--- src/hw/rtl/wsr_pkg.sv ---
// shared types and constants of the weighted sum ranking core
// field widths, register codes, controller states, command and status bundles
// no dependencies
package wsr_pkg;

	// defaults for the top level parameters
	localparam int MAX_ALTERNATIVES_DEF = 16;
	localparam int MAX_CRITERIA_DEF     = 16;
	localparam int VALUE_BITS_DEF       = 32;

	// fixed field widths
	localparam int KIND_W     = 1;
	localparam int ALT_IDX_W  = 4;
	localparam int CRIT_IDX_W = 4;
	localparam int VALUE_W    = 32;
	localparam int RANK_W     = 4;
	localparam int ALT_NUM_W  = 5;
	localparam int SCORE_W    = 64;

	// widened counts, wide enough for a maximum of 64
	localparam int CNT_EXT_W = 7;

	// configuration port
	localparam int CFG_IDX_W  = 1;
	localparam int CFG_DATA_W = 5;
	localparam logic [CFG_IDX_W-1:0]  REG_NUM_ALTERNATIVES = 1'd0;
	localparam logic [CFG_IDX_W-1:0]  REG_NUM_CRITERIA     = 1'd1;
	localparam logic [CFG_DATA_W-1:0] COUNT_RESET          = 5'd16;

	// load item kinds
	localparam logic [KIND_W-1:0] KIND_WEIGHT = 1'b0;
	localparam logic [KIND_W-1:0] KIND_ENTRY  = 1'b1;

	typedef enum logic [3:0] {
		ST_IDLE,
		ST_SC_RD,
		ST_SC_MUL,
		ST_SC_ACC,
		ST_SORT_RI,
		ST_SORT_LI,
		ST_SORT_RJ,
		ST_SORT_CJ,
		ST_SORT_WI,
		ST_EMIT_RD,
		ST_EMIT_LD
	} state_t;

	// controller to datapath
	typedef struct packed {
		logic load_wr;
		logic mat_rd;
		logic mul;
		logic acc_en;
		logic acc_first;
		logic ss_wr_acc;
		logic ss_wr_cur;
		logic ss_rd;
		logic cur_ld;
		logic out_ld;
		logic out_last;
	} cmd_t;

	// datapath to controller
	typedef struct packed {
		logic cur_lt;
		logic out_free;
	} sts_t;

endpackage

--- src/hw/rtl/wsr_ctrl.sv ---
// controller of the weighted sum ranking core: configuration registers,
// sequencer for scoring, exchange sort and result emission
// depends on wsr_pkg
module wsr_ctrl #(
	parameter int MAX_ALTERNATIVES = wsr_pkg::MAX_ALTERNATIVES_DEF,
	parameter int MAX_CRITERIA     = wsr_pkg::MAX_CRITERIA_DEF,
	localparam int ALT_W  = $clog2(MAX_ALTERNATIVES),
	localparam int CRIT_W = (MAX_CRITERIA > 1) ? $clog2(MAX_CRITERIA) : 1
) (
	input  logic                               clk,
	input  logic                               arst_n,
	input  logic                               cfg_valid,
	input  logic [wsr_pkg::CFG_IDX_W-1:0]      cfg_index,
	input  logic [wsr_pkg::CFG_DATA_W-1:0]     cfg_data,
	output logic                               cfg_ready,
	input  logic                               load_valid,
	input  logic                               load_start,
	output logic                               load_ready,
	input  wsr_pkg::sts_t                      sts,
	output wsr_pkg::cmd_t                      cmd,
	output logic [ALT_W-1:0]                   ss_addr,
	output logic [CRIT_W-1:0]                  crit_addr
);
	localparam int EW = wsr_pkg::CNT_EXT_W;

	wsr_pkg::state_t state_q;
	wsr_pkg::state_t state_d;

	logic [wsr_pkg::CFG_DATA_W-1:0] na_cfg_q;
	logic [wsr_pkg::CFG_DATA_W-1:0] nc_cfg_q;
	logic [EW-1:0]                  na_ext;
	logic [EW-1:0]                  nc_ext;
	logic [ALT_W-1:0]               alt_last;
	logic [CRIT_W-1:0]              crit_last;

	logic [ALT_W-1:0]  i_q;
	logic [ALT_W-1:0]  j_q;
	logic [CRIT_W-1:0] c_q;

	assign cfg_ready = 1'b1;

	always_ff @(posedge clk or negedge arst_n) begin
		if (!arst_n) begin
			na_cfg_q <= wsr_pkg::COUNT_RESET;
			nc_cfg_q <= wsr_pkg::COUNT_RESET;
		end else if (cfg_valid) begin
			case (cfg_index)
				wsr_pkg::REG_NUM_ALTERNATIVES: na_cfg_q <= cfg_data;
				wsr_pkg::REG_NUM_CRITERIA:     nc_cfg_q <= cfg_data;
				default: ;
			endcase
		end
	end

	// counts clamped to 1..maximum
	always_comb begin
		if (na_cfg_q == '0) begin
			na_ext = EW'(1);
		end else if (EW'(na_cfg_q) > EW'(MAX_ALTERNATIVES)) begin
			na_ext = EW'(MAX_ALTERNATIVES);
		end else begin
			na_ext = EW'(na_cfg_q);
		end
		if (nc_cfg_q == '0) begin
			nc_ext = EW'(1);
		end else if (EW'(nc_cfg_q) > EW'(MAX_CRITERIA)) begin
			nc_ext = EW'(MAX_CRITERIA);
		end else begin
			nc_ext = EW'(nc_cfg_q);
		end
	end

	assign alt_last  = ALT_W'(na_ext - EW'(1));
	assign crit_last = CRIT_W'(nc_ext - EW'(1));

	always_ff @(posedge clk or negedge arst_n) begin
		if (!arst_n) begin
			state_q <= wsr_pkg::ST_IDLE;
		end else begin
			state_q <= state_d;
		end
	end

	// loop counters: i is the row or sort place, j the compared place or rank, c the column
	always_ff @(posedge clk or negedge arst_n) begin
		if (!arst_n) begin
			i_q <= '0;
			j_q <= '0;
			c_q <= '0;
		end else begin
			case (state_q)
				wsr_pkg::ST_IDLE: begin
					if (load_valid && load_start) begin
						i_q <= '0;
						c_q <= '0;
					end
				end
				wsr_pkg::ST_SC_ACC: begin
					if (c_q == crit_last) begin
						c_q <= '0;
						i_q <= (i_q == alt_last) ? '0 : i_q + ALT_W'(1);
					end else begin
						c_q <= c_q + CRIT_W'(1);
					end
				end
				wsr_pkg::ST_SORT_RI: begin
					j_q <= (i_q == alt_last) ? '0 : i_q + ALT_W'(1);
				end
				wsr_pkg::ST_SORT_CJ: begin
					if (j_q != alt_last) begin
						j_q <= j_q + ALT_W'(1);
					end
				end
				wsr_pkg::ST_SORT_WI: begin
					i_q <= i_q + ALT_W'(1);
				end
				wsr_pkg::ST_EMIT_LD: begin
					if (sts.out_free) begin
						j_q <= j_q + ALT_W'(1);
					end
				end
				default: ;
			endcase
		end
	end

	always_comb begin
		state_d = state_q;
		case (state_q)
			wsr_pkg::ST_IDLE: begin
				if (load_valid && load_start) begin
					state_d = wsr_pkg::ST_SC_RD;
				end
			end
			wsr_pkg::ST_SC_RD:  state_d = wsr_pkg::ST_SC_MUL;
			wsr_pkg::ST_SC_MUL: state_d = wsr_pkg::ST_SC_ACC;
			wsr_pkg::ST_SC_ACC: begin
				if (c_q == crit_last && i_q == alt_last) begin
					state_d = wsr_pkg::ST_SORT_RI;
				end else begin
					state_d = wsr_pkg::ST_SC_RD;
				end
			end
			wsr_pkg::ST_SORT_RI: begin
				state_d = (i_q == alt_last) ? wsr_pkg::ST_EMIT_RD : wsr_pkg::ST_SORT_LI;
			end
			wsr_pkg::ST_SORT_LI: state_d = wsr_pkg::ST_SORT_RJ;
			wsr_pkg::ST_SORT_RJ: state_d = wsr_pkg::ST_SORT_CJ;
			wsr_pkg::ST_SORT_CJ: begin
				state_d = (j_q == alt_last) ? wsr_pkg::ST_SORT_WI : wsr_pkg::ST_SORT_RJ;
			end
			wsr_pkg::ST_SORT_WI: state_d = wsr_pkg::ST_SORT_RI;
			wsr_pkg::ST_EMIT_RD: state_d = wsr_pkg::ST_EMIT_LD;
			wsr_pkg::ST_EMIT_LD: begin
				if (sts.out_free) begin
					state_d = (j_q == alt_last) ? wsr_pkg::ST_IDLE : wsr_pkg::ST_EMIT_RD;
				end
			end
			default: state_d = wsr_pkg::ST_IDLE;
		endcase
	end

	always_comb begin
		cmd        = '0;
		load_ready = (state_q == wsr_pkg::ST_IDLE);
		case (state_q)
			wsr_pkg::ST_IDLE:   cmd.load_wr = load_valid;
			wsr_pkg::ST_SC_RD:  cmd.mat_rd = 1'b1;
			wsr_pkg::ST_SC_MUL: cmd.mul = 1'b1;
			wsr_pkg::ST_SC_ACC: begin
				cmd.acc_en    = 1'b1;
				cmd.acc_first = (c_q == '0);
				cmd.ss_wr_acc = (c_q == crit_last);
			end
			wsr_pkg::ST_SORT_RI, wsr_pkg::ST_SORT_RJ, wsr_pkg::ST_EMIT_RD: begin
				cmd.ss_rd = 1'b1;
			end
			wsr_pkg::ST_SORT_LI: cmd.cur_ld = 1'b1;
			wsr_pkg::ST_SORT_CJ: begin
				// swap only on strictly less, a tie does not swap
				cmd.ss_wr_cur = sts.cur_lt;
				cmd.cur_ld    = sts.cur_lt;
			end
			wsr_pkg::ST_SORT_WI: cmd.ss_wr_cur = 1'b1;
			wsr_pkg::ST_EMIT_LD: begin
				cmd.out_ld   = sts.out_free;
				cmd.out_last = (j_q == alt_last);
			end
			default: ;
		endcase
	end

	always_comb begin
		if (state_q inside {wsr_pkg::ST_SORT_RJ, wsr_pkg::ST_SORT_CJ,
				wsr_pkg::ST_EMIT_RD, wsr_pkg::ST_EMIT_LD}) begin
			ss_addr = j_q;
		end else begin
			ss_addr = i_q;
		end
	end

	assign crit_addr = c_q;

`ifndef NO_ASSERTIONS
	a_out_ld_free: assert property (@(posedge clk) disable iff (!arst_n)
		cmd.out_ld |-> sts.out_free)
		else $error("result register loaded while occupied");

	a_start_scores: assert property (@(posedge clk) disable iff (!arst_n)
		(load_valid && load_ready && load_start) |=> (state_q == wsr_pkg::ST_SC_RD))
		else $error("start item did not launch scoring");

	a_sort_order: assert property (@(posedge clk) disable iff (!arst_n)
		(state_q == wsr_pkg::ST_SORT_CJ) |-> (j_q > i_q))
		else $error("sort compares a place with itself or an earlier one");

	a_sc_bounds: assert property (@(posedge clk) disable iff (!arst_n)
		(state_q == wsr_pkg::ST_SC_ACC) |-> (c_q <= crit_last && i_q <= alt_last))
		else $error("scoring index beyond count in use");

	a_last_idle: assert property (@(posedge clk) disable iff (!arst_n)
		(cmd.out_ld && cmd.out_last) |=> (state_q == wsr_pkg::ST_IDLE))
		else $error("sequencer kept running after final result");
`endif

endmodule
--- config.mk ---
export PLATFORM = sky130hd
export DESIGN_NAME = wsr_ctrl
export DESIGN_NICKNAME = d
export VERILOG_FILES = /design/src/hw/rtl/wsr_pkg.sv /design/src/hw/rtl/wsr_ctrl.sv
export SDC_FILE = /design/constraint.sdc
export NUM_CORES = 1
export LEC_CHECK = 0
export ABC_AREA = 1
export BUFFER_PORTS_ARGS = -buffer_cell sky130_fd_sc_hd__buf_2
export CAP_MARGIN = 0
export CORE_AREA = 2 2 65 67
export CTS_CLUSTER_SIZE = 30
export DETAILED_ROUTE_END_ITERATION = 8
export DIE_AREA = 0 0 67 69
export GPL_TIMING_DRIVEN = 0
export PLACE_DENSITY = 0.75
export REMOVE_ABC_BUFFERS = 1
export SYNTH_ARGS = -nofsm -noshare
export SYNTH_HDL_FRONTEND = slang
export SYNTH_SLANG_ARGS = --single-unit
--- constraint.sdc ---
create_clock -name clk -period 2.02 [get_ports clk]
set_input_delay 0.101 -clock clk [delete_from_list [all_inputs] [get_ports clk]]
set_output_delay 0.101 -clock clk [all_outputs]
set_load 0.01 [all_outputs]
* Word level (Yosys, flattened, before mapping)
Index checks and enable logic that the tools add are counted.
** Operators by class
- Div/mod/pow operators :: 0
- Shift operators :: 0
- Order comparisons :: 2
- Multipliers :: 0
- Equal/unequal tests :: 18
- Add/subtract/negate cells :: 5
- Multiplexer cells :: 29
- Reductions and logical operators :: 17
- Bitwise logic cells :: 1
** Operators with widths (number)
- 4-bit two-way mux :: 16
- 4-bit case mux with 11 select lines :: 1
- 4-bit case mux with 3 select lines :: 2
- 4-bit by 3-bit equality test with 1-bit output (second input constant) :: 4
- 4-bit by 1-bit adder with 4-bit output (second input constant) :: 3
- 4-bit equality test :: 3
- 4-bit equality test (second input constant) :: 3
- 5-bit > comparator (second input constant) :: 2
- 5-bit logical NOT :: 2
- 4-bit by 2-bit equality test with 1-bit output (second input constant) :: 2
- 4-bit logical NOT :: 2
- 4-bit case mux with 2 select lines :: 1
- 2-bit AND reduction :: 4
- 4-bit by 1-bit subtractor with 4-bit output (second input constant) :: 2
- 3-bit two-way mux :: 2
- 2-bit != test (second input constant) :: 3
- 3-bit AND reduction :: 2
- 3-bit nonzero test :: 2
- 4-bit by 1-bit equality test with 1-bit output (second input constant) :: 1
- 1-bit two-way mux :: 4
- 4-bit != test :: 1
- 1-bit case mux with 2 select lines :: 2
- 4-bit nonzero test :: 1
- 3-bit OR reduction :: 1
- 5 further kinds :: 6
** Word-level totals
- RAM bits :: 0
- Register bits :: 26
- Bits of input ports :: 13
- Memories kept :: 0
- ROM bits :: 0
- Latch bits :: 0

* Longest topological paths before layout
Gate-level depths: netlist of run 1.
- Depth in word-level cells :: 8
- Depth in mapped cells :: 17
- Gate-level depth less buffers :: 16

* Worst setup path after synthesis of run 1
No wires, ideal clock.
- Path kind :: reg2reg
- From :: register na_cfg_q[4] (netlist name)
- To :: register state_q[2]
- Setup slack :: 63 ps
- Library setup time :: 134 ps
- Arrival :: 1823 ps
- Cell stages (with the launch flop) :: 13
- Buffers on the path :: 1
- Path through :: dfstp_2 > inv_2 > nand3_1 > nand2_2 > inv_1 > ha_1 > xor2_1 > nand3_2 > nor2_2 > nand2_2 > buf_6 > a21oi_1 > o211ai_1
** Between the ends
- Word-level cells in the longest chain between the ends :: 8
- Elaborated cells between the ends (all ways) :: 12
- Classes of those cells :: add/sub (1); order compare (1); eq/ne (2); mux (6); reduce/logical (2)
** RTL lines
- start, declared :: RTL line wsr_ctrl.sv:29 : logic [wsr_pkg::CFG_DATA_W-1:0] na_cfg_q;
- start signal, assigned :: RTL line wsr_ctrl.sv:44 : na_cfg_q <= wsr_pkg::COUNT_RESET;
- start signal, assigned :: RTL line wsr_ctrl.sv:48 : wsr_pkg::REG_NUM_ALTERNATIVES: na_cfg_q <= cfg_data;
- 5-bit > comparator :: RTL line wsr_ctrl.sv:59 : end else if (EW'(na_cfg_q) > EW'(MAX_ALTERNATIVES)) begin
- 4-bit two-way mux :: RTL line wsr_ctrl.sv:59
- 4-bit two-way mux * :: RTL line wsr_ctrl.sv:57 : if (na_cfg_q == '0) begin
- 4-bit by 1-bit subtractor with 4-bit output * :: RTL line wsr_ctrl.sv:73 : assign alt_last = ALT_W'(na_ext - EW'(1));
- 4-bit equality test :: RTL line wsr_ctrl.sv:138, wsr_ctrl.sv:145
- 1-bit logical AND :: RTL line wsr_ctrl.sv:138 : if (c_q == crit_last && i_q == alt_last) begin
- 3-bit two-way mux :: RTL line wsr_ctrl.sv:138
- 4-bit case mux with 11 select lines * :: RTL line wsr_ctrl.sv:129 : case (state_q)
- end signal, assigned :: RTL line wsr_ctrl.sv:78 : state_q <= wsr_pkg::ST_IDLE;
- end signal, assigned :: RTL line wsr_ctrl.sv:80 : state_q <= state_d;
- end, declared :: RTL line wsr_ctrl.sv:26 : wsr_pkg::state_t state_q;
Every way passes the cells marked *; elsewhere a longest branch is shown, timed or not.
A chain may end at the register's enable or synchronous reset.

==> out/metrics.cfg, run 1 <==
[synthesis]
ys_seq_elements=26
yosysWarnings=0
synth.largest_area_cell=dfrtp_1
synth_area_leaders=dfrtp_1 (31%), nand2_1 (15%), nand3_1 (7.7%)
synth_cells=279
avgSynthCellArea_um2=6.956
ys_seq_area_share_pct=33.66
synth_cell_type_count=28
syn_area_um2=1941
synth_top_cell_area_share_pct=30.95

[global_routing]
grt_overflow_total=0
antenna_found_initial=0
grt_pass1_wl_mm=7.893
grtUsageTotal_pct=21.56
grt_max_degree=27
grt_pass1_vias=1816

[timing]
hold_slack_ns=0.06565
worst_slew_pin_slew_ns=0.6290
setup_viol=7
rsz0062_at_grt=true
period_minus_slack_ns=2.127
setup_slack_ns=-0.1075
fin_skew_ns=0.003488
drv_slew=0
fmax_mhz=470.0
period_share_pct=105.3
finalHoldViolCount=0
slew_headroom_pct=58.07

[finish]
regArea_um2=654.4
synthToLayoutAreaGrowth_pct=33.53
fin_nets=358
multi_input_area_um2=1287
n_antenna_cell=0
nFillCells=335
final_core_util_pct=66.21
final_cell_mix=nand2_1 (70), buf_2 (31), inv_1 (27)
drive_above_1_share_pct=36.98
layout_commonest_cell=nand2_1
fin_area_um2=2591

[critical_path]
worstPathArrival_ns=2.03
crit_fanout=5
path_class=flip-flop to output pin
end_kind=output pin
required_ns=1.92
start_kind=flip-flop

[route]
routed_via_density=5.052
drt_iter0_markers=115
drt_first_pass_iters=4
ant_nets=0
drc_errors=0
vias=1960
wirelength_mm=4.912
post_drt_wl_per_cell_um=12.66

[clock_network]
clk_pin_slew_worst_paths_ns=0.10
clk_latency_ns=0.28
root_buffer=clkbuf_8
clockBufferDepth=2
cts_tree=yes
cts_buffers=3
clock-sinks=26
htree_num_levels=1

[die]
coreArea_um2=3914
io_pins=34
dieArea_um2=4623
dieHeight_um=69
initial_core_util_pct=49.58
die_x_um=67
rows=23

[place]
globalplace.congestion=0.7654
dpl.hpwl_mm=3.175
dpl-instance-area_um2=2145
portBuffers=32

[power]
cellLeakagePower_nw=1.396
ir_worst_vdd_v=0.0004613
pwr_density_cell_nw_per_um2=1061

[run_status]
run_status=complete, but fails checks
violations=setup timing

[flow_run]
cap_violations=0

[worst_hold_path]
hp-class=primary input to flip-flop

## layer usage
layer | GRT usage [%] | vias to the layer above | wire, um
met5 | 0 | - | 0
met4 | 7.483 | 0 | 76
met3 | 2.121 | 7 | 164
met2 | 36.74 | 47 | 2531
met1 | 27.83 | 909 | 2138
li1 | - | 997 | -
## logic make-up (layout without fill, tap and decap cells)
logic type	count (synthesis)	after routing	synth area share, %
simple gates	159	159	38.81
buf+inv	42	101	8.704
compound gates	32	32	8.768
flops	26	26	33.66
xor+xnor	12	12	5.416
fa+ha+maj	6	6	3.868
other cells	1	1	0.1932
mux	1	1	0.5802
## state kept, by name, summed over array words and instances (netlist names)
register / count
na_cfg_q: 5
crit_addr: 4
j_q: 4
i_q: 4
state_q: 4
nc_cfg_q: 5
## area by class of cell
class                   count  area share (%)
well taps                  50           2.414
clock inverters             1           1.159
repair buffers             57           13.91
multi-input cells         211           49.69
flip-flops and latches     26           25.25
clock buffers               3           1.593
inverters                  40           5.987
## metrics by stage
stage | setup WS (ns) | total power, mW | std cells | setup TNS [ns]
final | -0.1075 | 2.750 | 388 | -0.2229
after global routing | -0.2484 | 2.978 | 388 | -1.912
after CTS | -0.06665 | 2.536 | 377 | -0.1690
after detailed placement | -0.1463 | 1.959 | 359 | -1.246
after global placement | -0.08024 | 1.928 | 359 | -0.5857
after floorplan | 0.07566 | 1.639 | 277 | 0
## timing repair
item                                    4_1_cts  5_1_grt
pin swaps                                    12       19
endpoints found under the setup margin       14       19
endpoints found under the hold margin        24        0
setup buffers                                13       12
hold buffers                                  1        0
gates resized for setup                      12       33
## Yosys cell counts
cell      number
ha_1           6
a21o_1         1
inv_1         30
o21ai_0       14
conb_1         1
nand3_2        2
xor2_1        10
nor2_8         2
o211ai_1       1
o21ai_1       11
nor3b_1        1
mux2_1         1
nor2_1        24
o31ai_1        2
inv_2         10
nand3_1       30
nand2_4        1
buf_6          1
nor2_4         3
dfrtp_1       24
a21oi_1        3
nand2_2        9
xnor2_1        2
dfstp_2        2
nand4_1        3
buf_4          1
nand2_1       80
nor2_2         4
## path summary, 6_finish.rpt
kind	from	to	slack [ns]	cells past startpoint
max	na_cfg_q[4]	cmd[0]	-0.11	14
max reg2reg	na_cfg_q[4]	j_q[3]	-0.05	16
min reg2reg	nc_cfg_q[4]	nc_cfg_q[4]	0.52	2
max in group asynchronous	arst_n	state_q[3]	1.20	2
min	cfg_data[4]	nc_cfg_q[4]	0.07	3
min in group asynchronous	arst_n	j_q[1]	0.38	2
## critical path: stages (launching register included)
cell	delay [ns]
dfstp_2	0.57
clkinv_4	0.07
nand3_2	0.07
nand2_2	0.06
inv_2	0.07
ha_4	0.14
inv_2	0.03
nand2_2	0.08
nand2_2	0.08
nand2_2	0.06
nand3_2	0.10
nor2_4	0.14
nand2_2	0.06
nor2_1	0.09
buf_2	0.13
## report_power, final
part           total (mW)  internal (mW)  switching [mW]  leakage [nW]
registers           0.796          0.638           0.158         0.331
logic                1.50          0.600           0.905          1.03
clock network       0.449          0.266           0.184        0.0357
total                2.75           1.50            1.25          1.40
Note: power is estimated with default switching activity, not from simulation.
==> run 2: changes to the inputs <==
Settings changed: CORE_AREA 2 2 65 67 to 3 3 66 68, DIE_AREA 0 0 67 69 to 0 0 69 71.
==> out/metrics.cfg, run 2 (synthesis gave the netlist of run 1 again) <==
[critical_path]
worstPathArrival_ns=2.01  ; was 2.03 ns
r2r-end=j_q[0]  ; was j_q[3]
crit_path_end=cmd[0]  ; unchanged
path_class=flip-flop to output pin  ; unchanged
required_ns=1.92  ; about the same
end_kind=output pin  ; unchanged
worst_r2r_path_depth=13  ; was 16
r2r_slack_ns=-0.02  ; was -0.05 ns
r2r-start=na_cfg_q[2]  ; was na_cfg_q[4]
crit_fanout=2  ; was 5
start_kind=flip-flop  ; unchanged
startpoint=na_cfg_q[2]  ; was na_cfg_q[4]

[finish]
layout_commonest_cell=nand2_1  ; unchanged
n_antenna_cell=0  ; unchanged
final_cell_mix=nand2_1 (73), buf_2 (31), inv_1 (28)  ; was nand2_1 (70), buf_2 (31), inv_1 (27)
fin_nets=358  ; unchanged
largest_registers=na_cfg_q: 5 flops, nc_cfg_q: 5 flops  ; unchanged
drive_above_1_share_pct=33.73  ; was 36.98%
synthToLayoutAreaGrowth_pct=31.01  ; was 33.53%
nFillCells=329  ; was 335

[clock_network]
clockBufferDepth=2  ; unchanged
clk_latency_ns=0.27  ; was 0.28 ns
clock-sinks=26  ; unchanged
clk_pin_slew_worst_paths_ns=0.10  ; about the same
root_buffer=clkbuf_8  ; unchanged
htree_num_levels=1  ; unchanged
cts_buffers=3  ; unchanged
cts_tree=yes  ; unchanged

[flow_run]
cap_violations=0  ; unchanged

[power]
pwr_density_cell_nw_per_um2=1038  ; was 1061 nW/um2
cellLeakagePower_nw=1.395  ; was 1.396 nW
pwr-share-seq_pct=29.7  ; was 28.9%
combPwrFrac_pct=53.6  ; was 54.7%
netSwitchingPower_mw=1.173  ; was 1.247 mW
power_mw=2.640  ; was 2.750 mW
ir_worst_vdd_v=0.0004772  ; was 0.0004613 V
p_int_mw=1.467  ; was 1.503 mW
swShare_pct=44.43  ; was 45.34%
clock_power_share_pct=16.6  ; was 16.3%

[route]
drc_errors=0  ; unchanged
drt_iter0_markers=75  ; was 115
vias=1910  ; was 1960
wirelength_mm=4.530  ; was 4.912 mm
ant_nets=0  ; unchanged
post_drt_wl_per_cell_um=11.68  ; was 12.66 um
routed_via_density=4.923  ; was 5.052
drt_first_pass_iters=4  ; unchanged

[run_status]
run_status=complete, but fails checks  ; unchanged
violations=setup timing  ; unchanged

[die]
rows=23  ; unchanged
dieHeight_um=71  ; was 69 um
initial_core_util_pct=49.58  ; unchanged
die_x_um=69  ; was 67 um
dieArea_um2=4899  ; was 4623 um2
io_pins=34  ; unchanged
coreArea_um2=3914  ; unchanged

[timing]
drv_slew=0  ; unchanged
slew_headroom_pct=59.64  ; was 58.07%
setup_tns_ns=-0.1639  ; was -0.2229 ns
period_share_pct=104.5  ; was 105.3%
worst_slew_pin_slew_ns=0.6054  ; was 0.6290 ns
fin_skew_ns=0.004082  ; was 0.003488 ns
setup_viol=5  ; was 7
rsz0062_at_grt=true  ; unchanged
period_minus_slack_ns=2.111  ; was 2.127 ns
setup_slack_ns=-0.09064  ; was -0.1075 ns
finalHoldViolCount=0  ; unchanged
fmax_mhz=473.8  ; was 470.0 MHz

[place]
portBuffers=32  ; unchanged
dpl.hpwl_mm=3.151  ; was 3.175 mm
globalplace.congestion=0.8636  ; was 0.7654
pre_cts_ws_ns=-0.1068  ; was -0.1463 ns

[global_routing]
grtUsageTotal_pct=19.38  ; was 21.56%
antenna_found_initial=0  ; unchanged
grt_pass1_vias=1863  ; was 1816
grt_pass1_wl_mm=7.886  ; was 7.893 mm
grt_max_degree=27  ; unchanged
grt_overflow_total=0  ; unchanged

[worst_hold_path]
hp-class=primary input to flip-flop  ; unchanged

run 2: changes by cell type in the layout (fill, tap and decap cells not counted), sizes merged:
| cell | change |
|---|---|
| clkinv | -1 |
| inv | +1 |
run 2: layout make-up:
type | instances | area [um2] | area share (%)
Multi-Input combinational cell | 211 | 1237 | 48.67
Sequential cell | 26 | 654.4 | 25.74
Timing Repair Buffer | 57 | 364.1 | 14.32
Inverter | 40 | 152.6 | 6.004
Tap cell | 50 | 62.56 | 2.461
Clock buffer | 3 | 41.29 | 1.624
Clock inverter | 1 | 30.03 | 1.181
run 2: power groups by stage:
stage | sequential [mW] | combinational, mW | clock, mW
after floorplan | 0.773 | 0.866 | 0
after global placement | 0.792 | 1.14 | 0
after detailed placement | 0.796 | 1.16 | 0
after CTS | 0.782 | 1.31 | 0.447
after global routing | 0.810 | 1.59 | 0.471
final | 0.785 | 1.42 | 0.438
run 2: how the worst min path moves through the flow:
stage          depth (start not counted)         from      endpoint
2_1_floorplan                          0       arst_n  crit_addr[0]
3_3_place_gp                           1       arst_n        j_q[0]
3_5_place_dp                           1       arst_n        j_q[1]
4_1_cts                                3  cfg_data[4]   nc_cfg_q[4]
5_1_grt                                3  cfg_data[4]   nc_cfg_q[4]
6_report                               3  cfg_data[4]   nc_cfg_q[4]
run 2: repair_timing:
action,in CTS,in global routing
endpoints found under the hold margin,24,0
setup buffers,16,9
setup endpoints to repair,14,19
resized for setup,16,17
hold buffers,1,0
pin swaps,15,9
run 2: critical path, cell delays in order, from the launching register on:
cell and delay [ns]:
dfrtp_1 0.40, nor2_1 0.15, nand3_2 0.09, nand2_2 0.09, inv_2 0.05, ha_4 0.27
xor2_1 0.17, nand3_2 0.10, nor2_4 0.12, nand2_2 0.07, nor2_1 0.11, buf_2 0.13
run 2: per-layer routing:
layer / part of all wire, % / vias to the layer above / global-route usage, %
li1: - / 1005 / -
met1: 45 / 862 / 24.17
met2: 50 / 36 / 34.32
met3: 3.9 / 7 / 2.131
met4: 1.6 / 0 / 7.592
met5: 0 / - / 0
run 2: through the flow:
stage                     hold WS, ns  util [%]  cells  instance area [um2]
final                         0.06357     64.96    388                 2542
after global routing          0.08332     64.96    388                 2542
after CTS                     0.06110     61.64    380                 2412
after detailed placement       0.1431     54.80    359                 2145
after global placement         0.1404     54.80    359                 2145
after floorplan               -0.1946         -    277                 1922
